[src/hw/rtl/ipsd_pkg.sv]
`default_nettype none

package ipsd_pkg;

    localparam int QUEUE_DEPTH_DEF = 4;

    localparam int HEADER_LEN = 5;

    localparam logic [1:0] KIND_ACCEPT  = 2'd0;
    localparam logic [1:0] KIND_REJECT  = 2'd1;
    localparam logic [1:0] KIND_LITERAL = 2'd2;
    localparam logic [1:0] KIND_RUN     = 2'd3;

    // One pending result, before the address add.
    typedef struct packed {
        logic [1:0]  kind;
        logic [23:0] offset;
        logic [15:0] index;
        logic [15:0] length;
        logic [7:0]  value;
    } cmd_t;

    typedef struct packed {
        logic full;
        logic empty;
    } queue_status_t;

    // Expected header text "PATCH", one character per position.
    function automatic logic [7:0] header_char(input logic [2:0] pos);
        logic [7:0] ch;
        case (pos)
            3'd0: ch = 8'h50;
            3'd1: ch = 8'h41;
            3'd2: ch = 8'h54;
            3'd3: ch = 8'h43;
            3'd4: ch = 8'h48;
            default: ch = 8'h00;
        endcase
        return ch;
    endfunction

endpackage

`default_nettype wire

[src/hw/rtl/ipsd_parser.sv]
`default_nettype none

module ipsd_parser
    import ipsd_pkg::*;
(
    input  wire logic          aclk,
    input  wire logic          aresetn,
    input  wire logic          s_tvalid,
    output logic               s_tready,
    input  wire logic [7:0]    s_tdata,     // stream_byte
    input  wire queue_status_t q_status,
    output logic               push,
    output cmd_t               push_cmd
);

    typedef enum logic [6:0] {
        PH_HEADER   = 7'b0000001,
        PH_OFFSET   = 7'b0000010,
        PH_SIZE     = 7'b0000100,
        PH_LITERAL  = 7'b0001000,
        PH_RUNCOUNT = 7'b0010000,
        PH_RUNFILL  = 7'b0100000,
        PH_REJECTED = 7'b1000000
    } phase_t;

    phase_t      phase_reg, phase_next;
    logic [15:0] counter_reg, counter_next;
    logic [23:0] offset_reg, offset_next;
    logic [15:0] size_reg, size_next;
    logic        mismatch_reg, mismatch_next;

    logic        accept;
    logic [16:0] cnt_inc;
    logic        hdr_bad;

    assign s_tready = !q_status.full;
    assign accept   = s_tvalid && s_tready;
    assign cnt_inc  = {1'b0, counter_reg} + 17'd1;
    assign hdr_bad  = mismatch_reg || (s_tdata != header_char(counter_reg[2:0]));

    always_comb begin
        phase_next    = phase_reg;
        counter_next  = counter_reg;
        offset_next   = offset_reg;
        size_next     = size_reg;
        mismatch_next = mismatch_reg;
        push          = 1'b0;
        push_cmd      = '0;
        if (accept) begin
            case (phase_reg)
                PH_HEADER: begin
                    mismatch_next = hdr_bad;
                    counter_next  = cnt_inc[15:0];
                    if (cnt_inc >= 17'(HEADER_LEN)) begin
                        counter_next  = '0;
                        push          = 1'b1;
                        push_cmd.kind = hdr_bad ? KIND_REJECT : KIND_ACCEPT;
                        phase_next    = hdr_bad ? PH_REJECTED : PH_OFFSET;
                    end
                end
                PH_OFFSET: begin
                    offset_next  = {offset_reg[15:0], s_tdata};
                    counter_next = cnt_inc[15:0];
                    if (cnt_inc >= 17'd3) begin
                        counter_next = '0;
                        size_next    = '0;
                        phase_next   = PH_SIZE;
                    end
                end
                PH_SIZE: begin
                    size_next    = {size_reg[7:0], s_tdata};
                    counter_next = cnt_inc[15:0];
                    if (cnt_inc >= 17'd2) begin
                        counter_next = '0;
                        phase_next   = (size_next != '0) ? PH_LITERAL : PH_RUNCOUNT;
                    end
                end
                PH_LITERAL: begin
                    push            = 1'b1;
                    push_cmd.kind   = KIND_LITERAL;
                    push_cmd.offset = offset_reg;
                    push_cmd.index  = counter_reg;
                    push_cmd.length = 16'd1;
                    push_cmd.value  = s_tdata;
                    counter_next    = cnt_inc[15:0];
                    if (cnt_inc >= {1'b0, size_reg}) begin
                        counter_next = '0;
                        offset_next  = '0;
                        phase_next   = PH_OFFSET;
                    end
                end
                PH_RUNCOUNT: begin
                    size_next    = {size_reg[7:0], s_tdata};
                    counter_next = cnt_inc[15:0];
                    if (cnt_inc >= 17'd2) begin
                        counter_next = '0;
                        phase_next   = PH_RUNFILL;
                    end
                end
                PH_RUNFILL: begin
                    push            = 1'b1;
                    push_cmd.kind   = KIND_RUN;
                    push_cmd.offset = offset_reg;
                    push_cmd.length = size_reg;
                    push_cmd.value  = s_tdata;
                    counter_next    = '0;
                    offset_next     = '0;
                    phase_next      = PH_OFFSET;
                end
                default: begin
                    // rejected header: drop everything until reset
                end
            endcase
        end
    end

    always_ff @(posedge aclk) begin
        if (!aresetn) begin
            phase_reg    <= PH_HEADER;
            counter_reg  <= '0;
            offset_reg   <= '0;
            size_reg     <= '0;
            mismatch_reg <= 1'b0;
        end else begin
            phase_reg    <= phase_next;
            counter_reg  <= counter_next;
            offset_reg   <= offset_next;
            size_reg     <= size_next;
            mismatch_reg <= mismatch_next;
        end
    end

endmodule

`default_nettype wire

[src/hw/rtl/ipsd_queue.sv]
`default_nettype none

module ipsd_queue
    import ipsd_pkg::*;
#(
    parameter int DEPTH = QUEUE_DEPTH_DEF
) (
    input  wire logic     aclk,
    input  wire logic     aresetn,
    input  wire logic     push,
    input  wire cmd_t     push_cmd,
    input  wire logic     pop,
    output cmd_t          head_cmd,
    output queue_status_t status
);

    localparam int AW = (DEPTH > 1) ? $clog2(DEPTH) : 1;
    localparam int CW = $clog2(DEPTH + 1);

    cmd_t          entries [DEPTH];
    logic [AW-1:0] wr_ptr_reg, wr_ptr_next;
    logic [AW-1:0] rd_ptr_reg, rd_ptr_next;
    logic [CW-1:0] count_reg, count_next;
    logic          do_push, do_pop;

    assign status.full  = (count_reg == CW'(DEPTH));
    assign status.empty = (count_reg == '0);
    assign do_push      = push && !status.full;
    assign do_pop       = pop && !status.empty;
    assign head_cmd     = entries[rd_ptr_reg];

    always_comb begin
        wr_ptr_next = wr_ptr_reg;
        rd_ptr_next = rd_ptr_reg;
        count_next  = count_reg;
        if (do_push) begin
            wr_ptr_next = (wr_ptr_reg == AW'(DEPTH - 1)) ? '0 : wr_ptr_reg + 1'b1;
        end
        if (do_pop) begin
            rd_ptr_next = (rd_ptr_reg == AW'(DEPTH - 1)) ? '0 : rd_ptr_reg + 1'b1;
        end
        if (do_push && !do_pop) begin
            count_next = count_reg + 1'b1;
        end else if (do_pop && !do_push) begin
            count_next = count_reg - 1'b1;
        end
    end

    always_ff @(posedge aclk) begin
        if (do_push) begin
            entries[wr_ptr_reg] <= push_cmd;
        end
    end

    always_ff @(posedge aclk) begin
        if (!aresetn) begin
            wr_ptr_reg <= '0;
            rd_ptr_reg <= '0;
            count_reg  <= '0;
        end else begin
            wr_ptr_reg <= wr_ptr_next;
            rd_ptr_reg <= rd_ptr_next;
            count_reg  <= count_next;
        end
    end

`ifndef SYNTHESIS
    a_no_push_when_full: assert property (@(posedge aclk) disable iff (!aresetn)
        push |-> !status.full)
        else $error("queue written while full");

    a_count_bound: assert property (@(posedge aclk) disable iff (!aresetn)
        count_reg <= CW'(DEPTH))
        else $error("queue count beyond depth");

    a_pop_drains: assert property (@(posedge aclk) disable iff (!aresetn)
        (do_pop && !do_push) |=> (count_reg == $past(count_reg) - 1'b1))
        else $error("queue count not reduced by pop");

    a_ptr_gap: assert property (@(posedge aclk) disable iff (!aresetn)
        (count_reg == '0) |-> (wr_ptr_reg == rd_ptr_reg))
        else $error("empty queue with pointers apart");
`endif

endmodule

`default_nettype wire

[src/hw/rtl/ipsd_emitter.sv]
`default_nettype none

module ipsd_emitter
    import ipsd_pkg::*;
(
    input  wire logic          aclk,
    input  wire logic          aresetn,
    input  wire queue_status_t q_status,
    input  wire cmd_t          head_cmd,
    output logic               pop,
    output logic               m_tvalid,
    input  wire logic          m_tready,
    output logic [55:0]        m_tdata,    // target_address, run_length, byte_value
    output logic [1:0]         m_tuser     // result_kind
);

    logic        valid_reg;
    logic [1:0]  kind_reg;
    logic [24:0] addr_reg;
    logic [15:0] len_reg;
    logic [7:0]  value_reg;

    // advance whenever the output register is empty or being drained
    assign pop = !q_status.empty && (!valid_reg || m_tready);

    always_ff @(posedge aclk) begin
        if (!aresetn) begin
            valid_reg <= 1'b0;
        end else if (pop) begin
            valid_reg <= 1'b1;
        end else if (m_tready) begin
            valid_reg <= 1'b0;
        end
    end

    always_ff @(posedge aclk) begin
        if (pop) begin
            kind_reg  <= head_cmd.kind;
            addr_reg  <= {1'b0, head_cmd.offset} + {9'd0, head_cmd.index};
            len_reg   <= head_cmd.length;
            value_reg <= head_cmd.value;
        end
    end

    assign m_tvalid = valid_reg;
    assign m_tuser  = kind_reg;
    assign m_tdata  = {7'd0, value_reg, len_reg, addr_reg};

endmodule

`default_nettype wire

[src/hw/rtl/ips_patch_stream_decoder_top.sv]
`default_nettype none

// IPS patch stream decoder. Feed the patch file one byte per transfer on the
// s_ channel; the block checks the "PATCH" header, reports accept or reject,
// then turns each record into results on the m_ channel: one literal write
// per data byte (address = offset + index, length 1) or one run descriptor
// per RLE record. After a rejected header every byte is taken and dropped
// until reset; the "EOF" marker is parsed as an ordinary record offset.
// Throughput is one byte per cycle while the queue has room: the parser
// updates its phase and hands results through a QUEUE_DEPTH-entry queue to an
// output register that forms the address, so a result passes through a queue
// entry and then the output register. s_tready drops only while the queue is
// full, which happens after QUEUE_DEPTH results wait behind a stalled m_ side.
// No clearing pass is needed after reset.
module ips_patch_stream_decoder_top
    import ipsd_pkg::*;
#(
    parameter int QUEUE_DEPTH = QUEUE_DEPTH_DEF
) (
    input  wire logic        aclk,
    input  wire logic        aresetn,
    input  wire logic        s_tvalid,
    output logic             s_tready,
    input  wire logic [7:0]  s_tdata,    // stream_byte
    output logic             m_tvalid,
    input  wire logic        m_tready,
    output logic [55:0]      m_tdata,    // target_address[24:0], run_length[40:25],
                                         // byte_value[48:41], zero fill
    output logic [1:0]       m_tuser     // result_kind
);

    queue_status_t q_status;
    logic          push;
    cmd_t          push_cmd;
    logic          pop;
    cmd_t          head_cmd;

    ipsd_parser u_parser (
        .aclk     (aclk),
        .aresetn  (aresetn),
        .s_tvalid (s_tvalid),
        .s_tready (s_tready),
        .s_tdata  (s_tdata),
        .q_status (q_status),
        .push     (push),
        .push_cmd (push_cmd)
    );

    ipsd_queue #(
        .DEPTH (QUEUE_DEPTH)
    ) u_queue (
        .aclk     (aclk),
        .aresetn  (aresetn),
        .push     (push),
        .push_cmd (push_cmd),
        .pop      (pop),
        .head_cmd (head_cmd),
        .status   (q_status)
    );

    ipsd_emitter u_emitter (
        .aclk     (aclk),
        .aresetn  (aresetn),
        .q_status (q_status),
        .head_cmd (head_cmd),
        .pop      (pop),
        .m_tvalid (m_tvalid),
        .m_tready (m_tready),
        .m_tdata  (m_tdata),
        .m_tuser  (m_tuser)
    );

endmodule

`default_nettype wire

[config.mk]
export PLATFORM = sky130hd
export DESIGN_NAME = ips_patch_stream_decoder_top
export DESIGN_NICKNAME = d
export VERILOG_FILES = /design/src/hw/rtl/ipsd_pkg.sv /design/src/hw/rtl/ipsd_parser.sv /design/src/hw/rtl/ipsd_queue.sv /design/src/hw/rtl/ipsd_emitter.sv /design/src/hw/rtl/ips_patch_stream_decoder_top.sv
export SDC_FILE = /design/constraint.sdc
export NUM_CORES = 1
export LEC_CHECK = 0
export ABC_AREA = 0
export ABC_CLOCK_PERIOD_IN_PS = 5900
export BUFFER_PORTS_ARGS = -buffer_cell sky130_fd_sc_hd__buf_2
export CAP_MARGIN = 5
export CORE_UTILIZATION = 61
export DETAILED_ROUTE_END_ITERATION = 8
export PLACE_DENSITY = 0.76
export SYNTH_ARGS = -nofsm -noshare
export SYNTH_HDL_FRONTEND = slang
export SYNTH_SLANG_ARGS = --single-unit
[constraint.sdc]
create_clock -name aclk -period 5.9 [get_ports aclk]
set_input_delay 0.59 -clock aclk [delete_from_list [all_inputs] [get_ports aclk]]
set_output_delay 0.59 -clock aclk [all_outputs]
set_load 0.01 [all_outputs]
==> flow_results.xml, run 1 <==
<?xml version="1.0" encoding="UTF-8"?>
<metrics>
  <group name="outcome">
    <metric name="status" unit="">completed</metric>
  </group>
  <group name="floorplanning">
    <metric name="die_outline_area" unit="um2">28100</metric>
    <metric name="floorplan.initialDensity" unit="%">62.1</metric>
    <metric name="io-pin-count" unit="">72</metric>
    <metric name="placement_rows" unit="">60</metric>
    <metric name="vert_die_dim" unit="um">168</metric>
    <metric name="core" unit="um2">27000</metric>
    <metric name="width_of_the_die" unit="um">168</metric>
  </group>
  <group name="timing">
    <metric name="fmaxAchievable" unit="MHz">232</metric>
    <metric name="fin_worst_skew" unit="ns">0.0165</metric>
    <metric name="period_minus_slack" unit="ns">4.32</metric>
    <metric name="timing.max_slew.rel_slack" unit="%">27.0</metric>
    <metric name="setup-violations-final" unit="">0</metric>
    <metric name="hold_slack" unit="ns">0.382</metric>
    <metric name="min_period_over_period" unit="%">73.2</metric>
    <metric name="finalHoldViolations" unit="">0</metric>
    <metric name="worst_pin_slew" unit="ns">1.10</metric>
    <metric name="drv_slew" unit="">0</metric>
    <metric name="setup_total_negative_slack" unit="ns">0</metric>
    <metric name="post-route-worst-setup-slack" unit="ns">1.58</metric>
    <metric name="setup_repair_after_global_routing_missed_its_margin" unit="">no</metric>
  </group>
  <group name="place">
    <metric name="dp.final_hpwl" unit="mm">21.5</metric>
    <metric name="place.port_buffers" unit="">64</metric>
    <metric name="routabilityCongestion" unit="">0.875</metric>
    <metric name="pre_cts_slack" unit="ns">1.70</metric>
  </group>
  <group name="yosys">
    <metric name="synth_simple_gate_area_share" unit="%">9.29</metric>
    <metric name="synth_most_common_cell" unit="">sky130_fd_sc_hd__edfxtp_1</metric>
    <metric name="synth.lib_cells_used.distinct" unit="">68</metric>
    <metric name="synth.cells.most_frequent" unit="">sky130_fd_sc_hd__edfxtp_1 (315), sky130_fd_sc_hd__dfxtp_1 (74), sky130_fd_sc_hd__mux4_2 (66)</metric>
    <metric name="synth_top_area_share" unit="%">56.6</metric>
    <metric name="synthDominantAreaCellType" unit="">sky130_fd_sc_hd__edfxtp_1</metric>
    <metric name="ys_seq_area_share" unit="%">65.4</metric>
    <metric name="synthesis.yosys.warnings" unit="">0</metric>
    <metric name="combinational_family_with_the_most_area_after_synthesis" unit="">multiplexers</metric>
    <metric name="synth_area_per_inst" unit="um2">15.0</metric>
    <metric name="postSynthRegisterBits" unit="">389</metric>
    <metric name="syn_area" unit="um2">16700</metric>
    <metric name="synth_enable_flop_cells" unit="">315</metric>
    <metric name="syn_inst" unit="">1117</metric>
    <metric name="synthXorXnorAreaFrac" unit="%">2.04</metric>
    <metric name="synth_area_in_compound_gates" unit="%">7.69</metric>
    <metric name="most_frequently_used_flop_master_after_synthesis" unit="">sky130_fd_sc_hd__edfxtp_1</metric>
    <metric name="async_sr_flop_fraction" unit="%">0</metric>
    <metric name="synthAdderAreaFrac" unit="%">3.46</metric>
    <metric name="multiplexer_fraction_of_the_synthesized_cell_area" unit="%">9.43</metric>
    <metric name="yosys-top-cells-area" unit="">sky130_fd_sc_hd__edfxtp_1 (57%), sky130_fd_sc_hd__mux4_2 (8.9%), sky130_fd_sc_hd__dfxtp_1 (8.9%)</metric>
  </group>
  <group name="route">
    <metric name="routed-via-count" unit="">9810</metric>
    <metric name="avgRoutedWirePerCell" unit="um">22.0</metric>
    <metric name="vias_per_cell" unit="">6.34</metric>
    <metric name="drt_pre_antenna_iters" unit="">7</metric>
    <metric name="remaining_drc_errors" unit="">0</metric>
    <metric name="initialDrtViolationCount" unit="">877</metric>
    <metric name="route.final.wire_length" unit="mm">34.0</metric>
    <metric name="ant_nets" unit="">0</metric>
  </group>
  <group name="global_route">
    <metric name="grt_max_degree" unit="">53</metric>
    <metric name="grt_antenna_before_repair" unit="">0</metric>
    <metric name="grtUsageMet3" unit="%">3.90</metric>
    <metric name="groute.layer.met2.usage" unit="%">39.3</metric>
    <metric name="grt.overflow.total" unit="">0</metric>
    <metric name="global_route.usage.total" unit="%">24.9</metric>
    <metric name="grt.busiest_layer" unit="">met2</metric>
    <metric name="groute.layer.met1.usage" unit="%">35.8</metric>
    <metric name="wire_length_of_the_first_global_routing_pass" unit="mm">53.6</metric>
    <metric name="first_global_vias" unit="">9766</metric>
  </group>
  <group name="layout">
    <metric name="final_layout_size_suffix_gt1_share" unit="%">18.6</metric>
    <metric name="area_delta_synth_final" unit="%">11.5</metric>
    <metric name="finalCoreUtilization" unit="%">69.2</metric>
    <metric name="diodes" unit="">0</metric>
    <metric name="largest_register_ffs" unit="">264</metric>
    <metric name="design.final.nets" unit="">1232</metric>
  </group>
  <group name="worst_setup_path">
    <metric name="reg2reg_slack" unit="ns">1.58</metric>
    <metric name="path_max_fanout" unit="">11</metric>
    <metric name="critPathCaptureType" unit="">register</metric>
    <metric name="critical_path.startpoint_type" unit="">register</metric>
    <metric name="worstReg2RegEnd" unit="">u_parser.counter_reg[2]</metric>
    <metric name="r2r.worst_path.cells" unit="">12</metric>
    <metric name="critical_path_arrival" unit="ns">4.68</metric>
    <metric name="path_class" unit="">reg -&gt; reg</metric>
    <metric name="r2r-start" unit="">u_parser.counter_reg[2]</metric>
    <metric name="critical_path_required" unit="ns">6.27</metric>
  </group>
  <group name="power">
    <metric name="leakagePower" unit="nW">7.09</metric>
    <metric name="combPwrFrac" unit="%">17.3</metric>
    <metric name="power_switching_share" unit="%">26.4</metric>
    <metric name="seqPwrFrac" unit="%">47.9</metric>
    <metric name="vdd.ir_drop.worst" unit="mV">0.496</metric>
    <metric name="power.density" unit="nW/um2">380</metric>
    <metric name="netSwitchingPower" unit="mW">1.87</metric>
    <metric name="internal_power" unit="mW">5.22</metric>
    <metric name="clockPowerShare" unit="%">34.7</metric>
  </group>
  <group name="hold_path">
    <metric name="min_to" unit="">u_emitter.m_tvalid</metric>
    <metric name="min_delay_path_depth" unit="">4</metric>
    <metric name="hold_path_class" unit="">in -&gt; reg</metric>
    <metric name="min_from" unit="">m_tready</metric>
  </group>
  <group name="clock_tree">
    <metric name="clock_path_buffers" unit="">3</metric>
    <metric name="clock-root-buffer" unit="">sky130_fd_sc_hd__clkbuf_16</metric>
    <metric name="cts_tree" unit="">yes</metric>
    <metric name="cts.reportedPaths.clkPinSlew" unit="ns">0.06</metric>
    <metric name="cts-buffers-inserted" unit="">39</metric>
    <metric name="cts_repair_resize_count" unit="">0</metric>
    <metric name="cts_sinks" unit="">389</metric>
    <metric name="postCtsSetupBuffers" unit="">0</metric>
    <metric name="post_cts_hold_buffer_count" unit="">0</metric>
    <metric name="cts-htree-levels" unit="">2</metric>
    <metric name="worst_skew_pair.late_latency" unit="ns">0.53</metric>
  </group>
  <group name="flow_run">
    <metric name="drv.max_cap_violation_count" unit="">0</metric>
  </group>
</metrics>
placed cells by master (no fill, tap or decap), types with 19 or more instances in the layout:
master,netlist,layout
sky130_fd_sc_hd__edfxtp_1,315,315
sky130_fd_sc_hd__dfxtp_1,74,72
sky130_fd_sc_hd__mux4_2,66,66
sky130_fd_sc_hd__buf_2,10,64
sky130_fd_sc_hd__nand2_1,43,43
sky130_fd_sc_hd__ha_1,43,43
sky130_fd_sc_hd__and3_1,42,42
sky130_fd_sc_hd__o21ai_0,42,41
sky130_fd_sc_hd__clkbuf_16,0,40
sky130_fd_sc_hd__inv_1,37,37
sky130_fd_sc_hd__nand3_1,37,37
sky130_fd_sc_hd__and2_1,38,34
sky130_fd_sc_hd__nor2_1,32,32
sky130_fd_sc_hd__xnor2_1,31,31
sky130_fd_sc_hd__a21boi_0,26,26
sky130_fd_sc_hd__a21oi_1,25,24
sky130_fd_sc_hd__a22o_1,21,21
sky130_fd_sc_hd__nor3_1,19,19
how the worst max path moves through the flow:
stage                            startpoint                        to  slack [ns]  depth (start not counted)
finish              u_parser.counter_reg[2]   u_parser.counter_reg[2]        1.58                         12
global route        u_parser.counter_reg[2]   u_parser.counter_reg[5]        1.26                         12
CTS                                register    u_emitter.addr_reg[19]        1.64                          9
detailed placement  u_parser.counter_reg[2]  u_parser.counter_reg[12]        1.70                         12
global placement    u_parser.counter_reg[0]    u_queue.entries[1][14]        1.76                          9
floorplan                          m_tready      u_queue.count_reg[2]        1.17                          9
metal layers:
metal / routed length [um] / up-vias
li1: - / 4429
met1: 15000 / 4956
met2: 16000 / 358
met3: 2100 / 67
met4: 867 / 0
met5: 0 / -
critical path, stage by stage, from the launching register on:
cell                       delay [ns]
sky130_fd_sc_hd__dfxtp_1         0.57
sky130_fd_sc_hd__nand4_1         0.27
sky130_fd_sc_hd__nor4_1          0.49
sky130_fd_sc_hd__nand3_1         0.28
sky130_fd_sc_hd__or2_2           0.40
sky130_fd_sc_hd__xnor2_1         0.15
sky130_fd_sc_hd__ha_1            0.32
sky130_fd_sc_hd__nand3_1         0.11
sky130_fd_sc_hd__a211oi_1        0.19
sky130_fd_sc_hd__o41ai_1         0.13
sky130_fd_sc_hd__and2_1          0.29
sky130_fd_sc_hd__o21ai_1         0.80
sky130_fd_sc_hd__o21ai_0         0.16
cells by family (layout without fill, tap and decap cells):
group	after synthesis	after routing
fa+ha+maj	45	45
flops	389	389
other cells	1	7
xor+xnor	39	39
compound gates	183	183
simple gates	280	280
mux	75	75
buf+inv	105	188
stage by stage:
step                      area [um2]  total power, mW  cells
after floorplan                16700             4.30   1123
after global placement         17400             4.67   1475
after detailed placement       17400             4.69   1475
after CTS                      18700             7.14   1547
after global routing           18700             7.36   1547
final                          18700             7.09   1547
cell type report:
cell class / count / area [um2]
inverters: 37 / 139
fillers: 1728 / 8300
repair buffers: 79 / 470
clock inverters: 22 / 229
flip-flops and latches: 389 / 10900
multi-input cells: 629 / 5380
well taps: 341 / 427
clock buffers: 50 / 1060
power groups by stage:
| stage | clock, mW | sequential, mW | combinational, mW |
|---|---|---|---|
| 2_1_floorplan | 0 | 3.51 | 0.791 |
| 3_3_place_gp | 0 | 3.45 | 1.22 |
| 3_5_place_dp | 0 | 3.46 | 1.23 |
| 4_1_cts | 2.49 | 3.41 | 1.24 |
| 5_1_grt | 2.59 | 3.43 | 1.34 |
| 6_report | 2.46 | 3.40 | 1.23 |
No activity file was read; power rests on OpenSTA's default activity.
==> run 2: changes to the inputs <==
ABC_CLOCK_PERIOD_IN_PS = 3700   (was 5900)
CORE_UTILIZATION = 56   (was 61)
PLACE_DENSITY = 0.73   (was 0.76)
clock period = 3.7 ns   (was 5.9 ns; I/O delays follow)
==> flow_results.xml, run 2 (synthesized netlist as in run 1, its figures left out) <==
<?xml version="1.0" encoding="UTF-8"?>
<metrics>
  <group name="layout">
    <metric name="diodes" unit="">0</metric>
    <metric name="final_layout_size_suffix_gt1_share" unit="%">22.5</metric>
    <metric name="largest_register_ffs" unit="">264</metric>
    <metric name="most_frequent_cells_in_the_layout" unit="">sky130_fd_sc_hd__edfxtp_1 (315), sky130_fd_sc_hd__dfxtp_1 (69), sky130_fd_sc_hd__mux4_2 (66)</metric>
    <metric name="area_delta_synth_final" unit="%">14.6</metric>
    <metric name="layout_commonest_cell" unit="">sky130_fd_sc_hd__edfxtp_1</metric>
    <metric name="filler_cell_count" unit="">2057</metric>
    <metric name="design.final.nets" unit="">1282</metric>
  </group>
  <group name="place">
    <metric name="routabilityCongestion" unit="">0.892</metric>
    <metric name="dp.final_hpwl" unit="mm">22.6</metric>
    <metric name="pre_cts_slack" unit="ns">0.0674</metric>
    <metric name="place.port_buffers" unit="">64</metric>
  </group>
  <group name="worst_setup_path">
    <metric name="critical_path_arrival" unit="ns">4.01</metric>
    <metric name="r2r-start" unit="">u_parser.counter_reg[1]</metric>
    <metric name="setup.worst_path.start" unit="">u_parser.counter_reg[1]</metric>
    <metric name="critPathCaptureType" unit="">register</metric>
    <metric name="path_max_fanout" unit="">4</metric>
    <metric name="critical_path_required" unit="ns">4.15</metric>
    <metric name="path_class" unit="">reg -&gt; reg</metric>
    <metric name="critical_path.startpoint_type" unit="">register</metric>
  </group>
  <group name="clock_tree">
    <metric name="cts_tree" unit="">yes</metric>
    <metric name="cts-buffers-inserted" unit="">40</metric>
    <metric name="cts-htree-levels" unit="">2</metric>
    <metric name="worst_skew_pair.late_latency" unit="ns">0.53</metric>
    <metric name="clock_path_buffers" unit="">3</metric>
    <metric name="clock-root-buffer" unit="">sky130_fd_sc_hd__clkbuf_16</metric>
    <metric name="cts.reportedPaths.clkPinSlew" unit="ns">0.06</metric>
    <metric name="cts_sinks" unit="">389</metric>
  </group>
  <group name="power">
    <metric name="internal_power" unit="mW">8.31</metric>
    <metric name="power.density" unit="nW/um2">591</metric>
    <metric name="power_switching_share" unit="%">26.7</metric>
    <metric name="vdd.ir_drop.worst" unit="mV">0.468</metric>
    <metric name="clockPowerShare" unit="%">33.3</metric>
    <metric name="leakagePower" unit="nW">7.32</metric>
    <metric name="seqPwrFrac" unit="%">46.9</metric>
    <metric name="combPwrFrac" unit="%">19.8</metric>
    <metric name="netSwitchingPower" unit="mW">3.03</metric>
    <metric name="total_power" unit="mW">11.3</metric>
  </group>
  <group name="global_route">
    <metric name="global_route.usage.total" unit="%">23.2</metric>
    <metric name="grt_antenna_before_repair" unit="">0</metric>
    <metric name="grt_max_degree" unit="">53</metric>
    <metric name="wire_length_of_the_first_global_routing_pass" unit="mm">54.6</metric>
    <metric name="grt.overflow.total" unit="">0</metric>
    <metric name="first_global_vias" unit="">9992</metric>
  </group>
  <group name="timing">
    <metric name="timing.max_slew.rel_slack" unit="%">43.0</metric>
    <metric name="setup_total_negative_slack" unit="ns">0</metric>
    <metric name="setup_repair_after_global_routing_missed_its_margin" unit="">no</metric>
    <metric name="drv_slew" unit="">0</metric>
    <metric name="fmaxAchievable" unit="MHz">280</metric>
    <metric name="hold_slack" unit="ns">0.172</metric>
    <metric name="period_minus_slack" unit="ns">3.57</metric>
    <metric name="post-route-worst-setup-slack" unit="ns">0.131</metric>
    <metric name="fin_worst_skew" unit="ns">0.0138</metric>
    <metric name="worst_pin_slew" unit="ns">0.848</metric>
    <metric name="finalHoldViolations" unit="">0</metric>
    <metric name="min_period_over_period" unit="%">96.5</metric>
    <metric name="setup-violations-final" unit="">0</metric>
  </group>
  <group name="flow_run">
    <metric name="drv.max_cap_violation_count" unit="">0</metric>
  </group>
  <group name="floorplanning">
    <metric name="width_of_the_die" unit="um">175</metric>
    <metric name="io-pin-count" unit="">72</metric>
    <metric name="placement_rows" unit="">62</metric>
    <metric name="vert_die_dim" unit="um">175</metric>
    <metric name="core" unit="um2">29000</metric>
    <metric name="die_outline_area" unit="um2">30600</metric>
    <metric name="floorplan.initialDensity" unit="%">57.7</metric>
  </group>
  <group name="hold_path">
    <metric name="min_from" unit="">s_tdata[4]</metric>
    <metric name="hold_path_class" unit="">in -&gt; reg</metric>
  </group>
  <group name="route">
    <metric name="routed-via-count" unit="">9896</metric>
    <metric name="initialDrtViolationCount" unit="">854</metric>
    <metric name="drt_pre_antenna_iters" unit="">5</metric>
    <metric name="route.final.wire_length" unit="mm">34.8</metric>
    <metric name="remaining_drc_errors" unit="">0</metric>
    <metric name="vias_per_cell" unit="">6.04</metric>
    <metric name="avgRoutedWirePerCell" unit="um">21.2</metric>
    <metric name="ant_nets" unit="">0</metric>
  </group>
  <group name="outcome">
    <metric name="status" unit="">completed</metric>
  </group>
</metrics>
## run 2: area by class of cell
class	count	area, um2	share of cell area [%]
inverters	37	139	0.724
multi-input cells	629	5430	28.3
flip-flops and latches	389	10900	57.1
repair buffers	128	930	4.85
clock buffers	57	1130	5.88
well taps	384	480	2.51
clock inverters	15	115	0.600
## run 2: metrics by stage
step                      cells  area [um2]  utilization, %
after floorplan            1123       16800               -
after global placement     1565       17900            61.6
after detailed placement   1565       17900            61.6
after CTS                  1637       19100            65.8
after global routing       1639       19200            66.1
final                      1639       19200            66.1
## run 2: path summary, 6_finish.rpt
| check | to | slack, ns | cells past startpoint |
|---|---|---|---|
| worst max register to register | u_queue.count_reg[2] | 0.13 | 13 |
| worst min register to register | u_parser.offset_reg[22] | 0.48 | 2 |
| worst min-delay path | u_parser.size_reg[4] | 0.17 | 2 |
| worst max-delay path | u_queue.count_reg[2] | 0.13 | 13 |
## run 2: layer usage
layer	track usage (%)	routed length, um	up-vias
li1	-	-	4529
met1	33.2	15400	5025
met2	37.6	16800	288
met3	3.09	1860	54
met4	6.41	732	0
met5	0	0	-
## run 2: power groups by stage
stage               Combinational, mW  Sequential (mW)  Clock [mW]
finish                           2.25             5.31        3.78
global route                     2.43             5.35        4.01
CTS                              2.25             5.32        3.83
detailed placement               2.23             5.40           0
global placement                 2.20             5.40           0
floorplan                        1.27             5.58           0
## run 2: worst max-delay path, stage by stage, from the launching register on
cell and delay (ns):
sky130_fd_sc_hd__dfxtp_1 0.34, sky130_fd_sc_hd__ha_2 0.19, sky130_fd_sc_hd__nand2_2 0.08, sky130_fd_sc_hd__or4_4 0.54
sky130_fd_sc_hd__a32o_1 0.24, sky130_fd_sc_hd__o2111a_2 0.28, sky130_fd_sc_hd__and3_4 0.20, sky130_fd_sc_hd__a311oi_4 0.31
sky130_fd_sc_hd__ha_2 0.23, sky130_fd_sc_hd__inv_1 0.05, sky130_fd_sc_hd__fa_1 0.38, sky130_fd_sc_hd__xor2_1 0.19
sky130_fd_sc_hd__or3_1 0.30, sky130_fd_sc_hd__a21boi_0 0.15
## run 2: repair_timing
action / in CTS / in global routing
hold buffers: 0 / 0
setup buffers: 0 / 1
setup endpoints to repair: 0 / 37
gates resized for setup: 0 / 15
==> run 3: changes to the inputs <==
RECOVER_POWER = 25   (was default)
==> flow_results.xml, run 3 (synthesized netlist as in run 1, its figures left out) <==
<?xml version="1.0" encoding="UTF-8"?>
<metrics>
  <group name="worst_setup_path">
    <metric name="critical_path_required" unit="ns">4.15</metric>
    <metric name="path_class" unit="">reg -&gt; reg</metric>
    <metric name="critical_path_buf_inv_count" unit="">1</metric>
    <metric name="critPathCaptureType" unit="">register</metric>
    <metric name="slowest_delay" unit="ns">0.54</metric>
    <metric name="path_max_fanout" unit="">4</metric>
    <metric name="worstPathCellList" unit="">ha_2, nand2_2, or4_4, a32o_1, o2111a_2, and3_4, a311oi_4, ha_2, inv_1, fa_1, xor2_1, or3_1, a21boi_0</metric>
    <metric name="r2r-start" unit="">u_parser.counter_reg[1]</metric>
    <metric name="slowest_stage_cell_crit_path" unit="">sky130_fd_sc_hd__or4_4</metric>
    <metric name="worstReg2RegEnd" unit="">u_queue.count_reg[2]</metric>
    <metric name="reg2reg_slack" unit="ns">0.13</metric>
    <metric name="crit_top_cell" unit="">sky130_fd_sc_hd__ha_2</metric>
    <metric name="r2r.worst_path.cells" unit="">13</metric>
    <metric name="critical-path-top-delay-family" unit="">simple AND/OR/NAND/NOR gates</metric>
    <metric name="critical_path_arrival" unit="ns">4.02</metric>
    <metric name="critical_path.startpoint_type" unit="">register</metric>
  </group>
  <group name="hold_path">
    <metric name="min_from" unit="">s_tdata[4]</metric>
    <metric name="hold_path_class" unit="">in -&gt; reg</metric>
    <metric name="min_delay_path_depth" unit="">2</metric>
    <metric name="min_to" unit="">u_parser.size_reg[4]</metric>
  </group>
  <group name="timing">
    <metric name="hold_slack" unit="ns">0.171</metric>
    <metric name="setup_total_negative_slack" unit="ns">0</metric>
    <metric name="setup-violations-final" unit="">0</metric>
    <metric name="worst_pin_slew" unit="ns">1.77</metric>
    <metric name="timing.max_slew.rel_slack" unit="%">-18.1</metric>
    <metric name="min_period_over_period" unit="%">96.6</metric>
    <metric name="fin_worst_skew" unit="ns">0.0140</metric>
    <metric name="post-route-worst-setup-slack" unit="ns">0.127</metric>
    <metric name="drv_slew" unit="">74</metric>
    <metric name="fmaxAchievable" unit="MHz">280</metric>
    <metric name="period_minus_slack" unit="ns">3.57</metric>
    <metric name="finalHoldViolations" unit="">0</metric>
    <metric name="setup_repair_after_global_routing_missed_its_margin" unit="">no</metric>
  </group>
  <group name="place">
    <metric name="place.port_buffers" unit="">64</metric>
    <metric name="routabilityCongestion" unit="">0.892</metric>
    <metric name="pre_cts_slack" unit="ns">0.0674</metric>
    <metric name="dp.final_hpwl" unit="mm">22.6</metric>
    <metric name="placed_cell_area" unit="um2">17900</metric>
  </group>
  <group name="floorplanning">
    <metric name="core" unit="um2">29000</metric>
    <metric name="die_outline_area" unit="um2">30600</metric>
    <metric name="width_of_the_die" unit="um">175</metric>
    <metric name="vert_die_dim" unit="um">175</metric>
    <metric name="floorplan.initialDensity" unit="%">57.7</metric>
    <metric name="io-pin-count" unit="">72</metric>
    <metric name="placement_rows" unit="">62</metric>
  </group>
  <group name="layout">
    <metric name="most_frequent_cells_in_the_layout" unit="">sky130_fd_sc_hd__edfxtp_1 (315), sky130_fd_sc_hd__clkbuf_1 (71), sky130_fd_sc_hd__dfxtp_1 (69)</metric>
    <metric name="filler_cell_count" unit="">2092</metric>
    <metric name="diodes" unit="">0</metric>
    <metric name="largest_register_ffs" unit="">264</metric>
    <metric name="layout_commonest_cell" unit="">sky130_fd_sc_hd__edfxtp_1</metric>
    <metric name="area_delta_synth_final" unit="%">14.1</metric>
    <metric name="design.final.nets" unit="">1282</metric>
    <metric name="post-route-cell-area" unit="um2">19100</metric>
    <metric name="final_layout_size_suffix_gt1_share" unit="%">17.8</metric>
  </group>
  <group name="clock_tree">
    <metric name="cts.reportedPaths.clkPinSlew" unit="ns">0.06</metric>
    <metric name="cts_sinks" unit="">389</metric>
    <metric name="cts-htree-levels" unit="">2</metric>
    <metric name="cts-buffers-inserted" unit="">40</metric>
    <metric name="cts_tree" unit="">yes</metric>
    <metric name="clock-root-buffer" unit="">sky130_fd_sc_hd__clkbuf_16</metric>
    <metric name="post_cts_hold_buffer_count" unit="">0</metric>
    <metric name="clock_path_buffers" unit="">3</metric>
    <metric name="worst_skew_pair.late_latency" unit="ns">0.53</metric>
  </group>
  <group name="power">
    <metric name="leakagePower" unit="nW">7.16</metric>
    <metric name="vdd.ir_drop.worst" unit="mV">0.428</metric>
    <metric name="power.density" unit="nW/um2">590</metric>
  </group>
  <group name="route">
    <metric name="drt_pre_antenna_iters" unit="">5</metric>
    <metric name="remaining_drc_errors" unit="">0</metric>
    <metric name="route.final.wire_length" unit="mm">34.8</metric>
    <metric name="avgRoutedWirePerCell" unit="um">21.2</metric>
    <metric name="vias_per_cell" unit="">6.06</metric>
    <metric name="ant_nets" unit="">0</metric>
    <metric name="routed-via-count" unit="">9937</metric>
    <metric name="initialDrtViolationCount" unit="">890</metric>
  </group>
  <group name="global_route">
    <metric name="global_route.usage.total" unit="%">23.2</metric>
    <metric name="wire_length_of_the_first_global_routing_pass" unit="mm">54.6</metric>
    <metric name="grt_max_degree" unit="">53</metric>
    <metric name="grt_antenna_before_repair" unit="">0</metric>
    <metric name="first_global_vias" unit="">9992</metric>
    <metric name="grt.overflow.total" unit="">0</metric>
  </group>
  <group name="outcome">
    <metric name="failed_checks" unit="">max-capacitance violations, max-slew violations</metric>
    <metric name="status" unit="">finished, violations left</metric>
  </group>
  <group name="flow_run">
    <metric name="drv.max_cap_violation_count" unit="">2</metric>
  </group>
</metrics>
==> run 3: how the worst max path moves through the flow <==
stage / start / to / slack (ns) / cells after the start
global placement: u_parser.counter_reg[4] / u_parser.phase_reg[0] / 0.09 / 13
finish: u_parser.counter_reg[1] / u_queue.count_reg[2] / 0.13 / 13
CTS: register / u_emitter.addr_reg[19] / 0.02 / 10
global route: u_parser.counter_reg[1] / u_queue.count_reg[2] / 0.01 / 13
floorplan: u_parser.counter_reg[0] / u_queue.entries[0][0] / -0.09 / 8
detailed placement: u_parser.counter_reg[0] / u_queue.count_reg[2] / 0.07 / 13
==> run 3: layout make-up <==
class                   instances  area, um2  area share, %
clock inverters                15        115          0.603
inverters                      37        139          0.728
flip-flops and latches        389      10900           57.4
repair buffers                128        842           4.41
multi-input cells             629       5430           28.4
well taps                     384        480           2.52
clock buffers                  57       1130           5.91
==> run 3: through the flow <==
step / util (%) / instances / power, mW
detailed placement: 61.6 / 1565 / 7.64
global placement: 61.6 / 1565 / 7.59
floorplan: - / 1123 / 6.85
finish: 65.8 / 1639 / 11.3
CTS: 65.8 / 1637 / 11.4
global route: 65.8 / 1639 / 11.7
==> run 3: routing by layer <==
metal | vias up | GRT usage, % | share of wire, %
met5 | - | 0 | 0
met4 | 0 | 6.41 | 2.1
met3 | 54 | 3.09 | 5.3
met2 | 322 | 37.6 | 48
met1 | 5031 | 33.2 | 45
li1 | 4530 | - | -
==> run 3: what timing repair did <==
action | 4_1_cts | 5_1_grt
setup endpoints to repair | 0 | 37
resized for setup | 0 | 15
hold endpoints to repair | 0 | 0
setup buffers | 0 | 1
==> run 3: power breakdown <==
part	total [mW]	switching [mW]	leakage (nW)	internal [mW]
sequential	5.33	0.145	4.00	5.19
combinational	2.15	1.31	2.56	0.840
clock	3.78	1.58	0.604	2.20
total	11.3	3.04	7.16	8.23
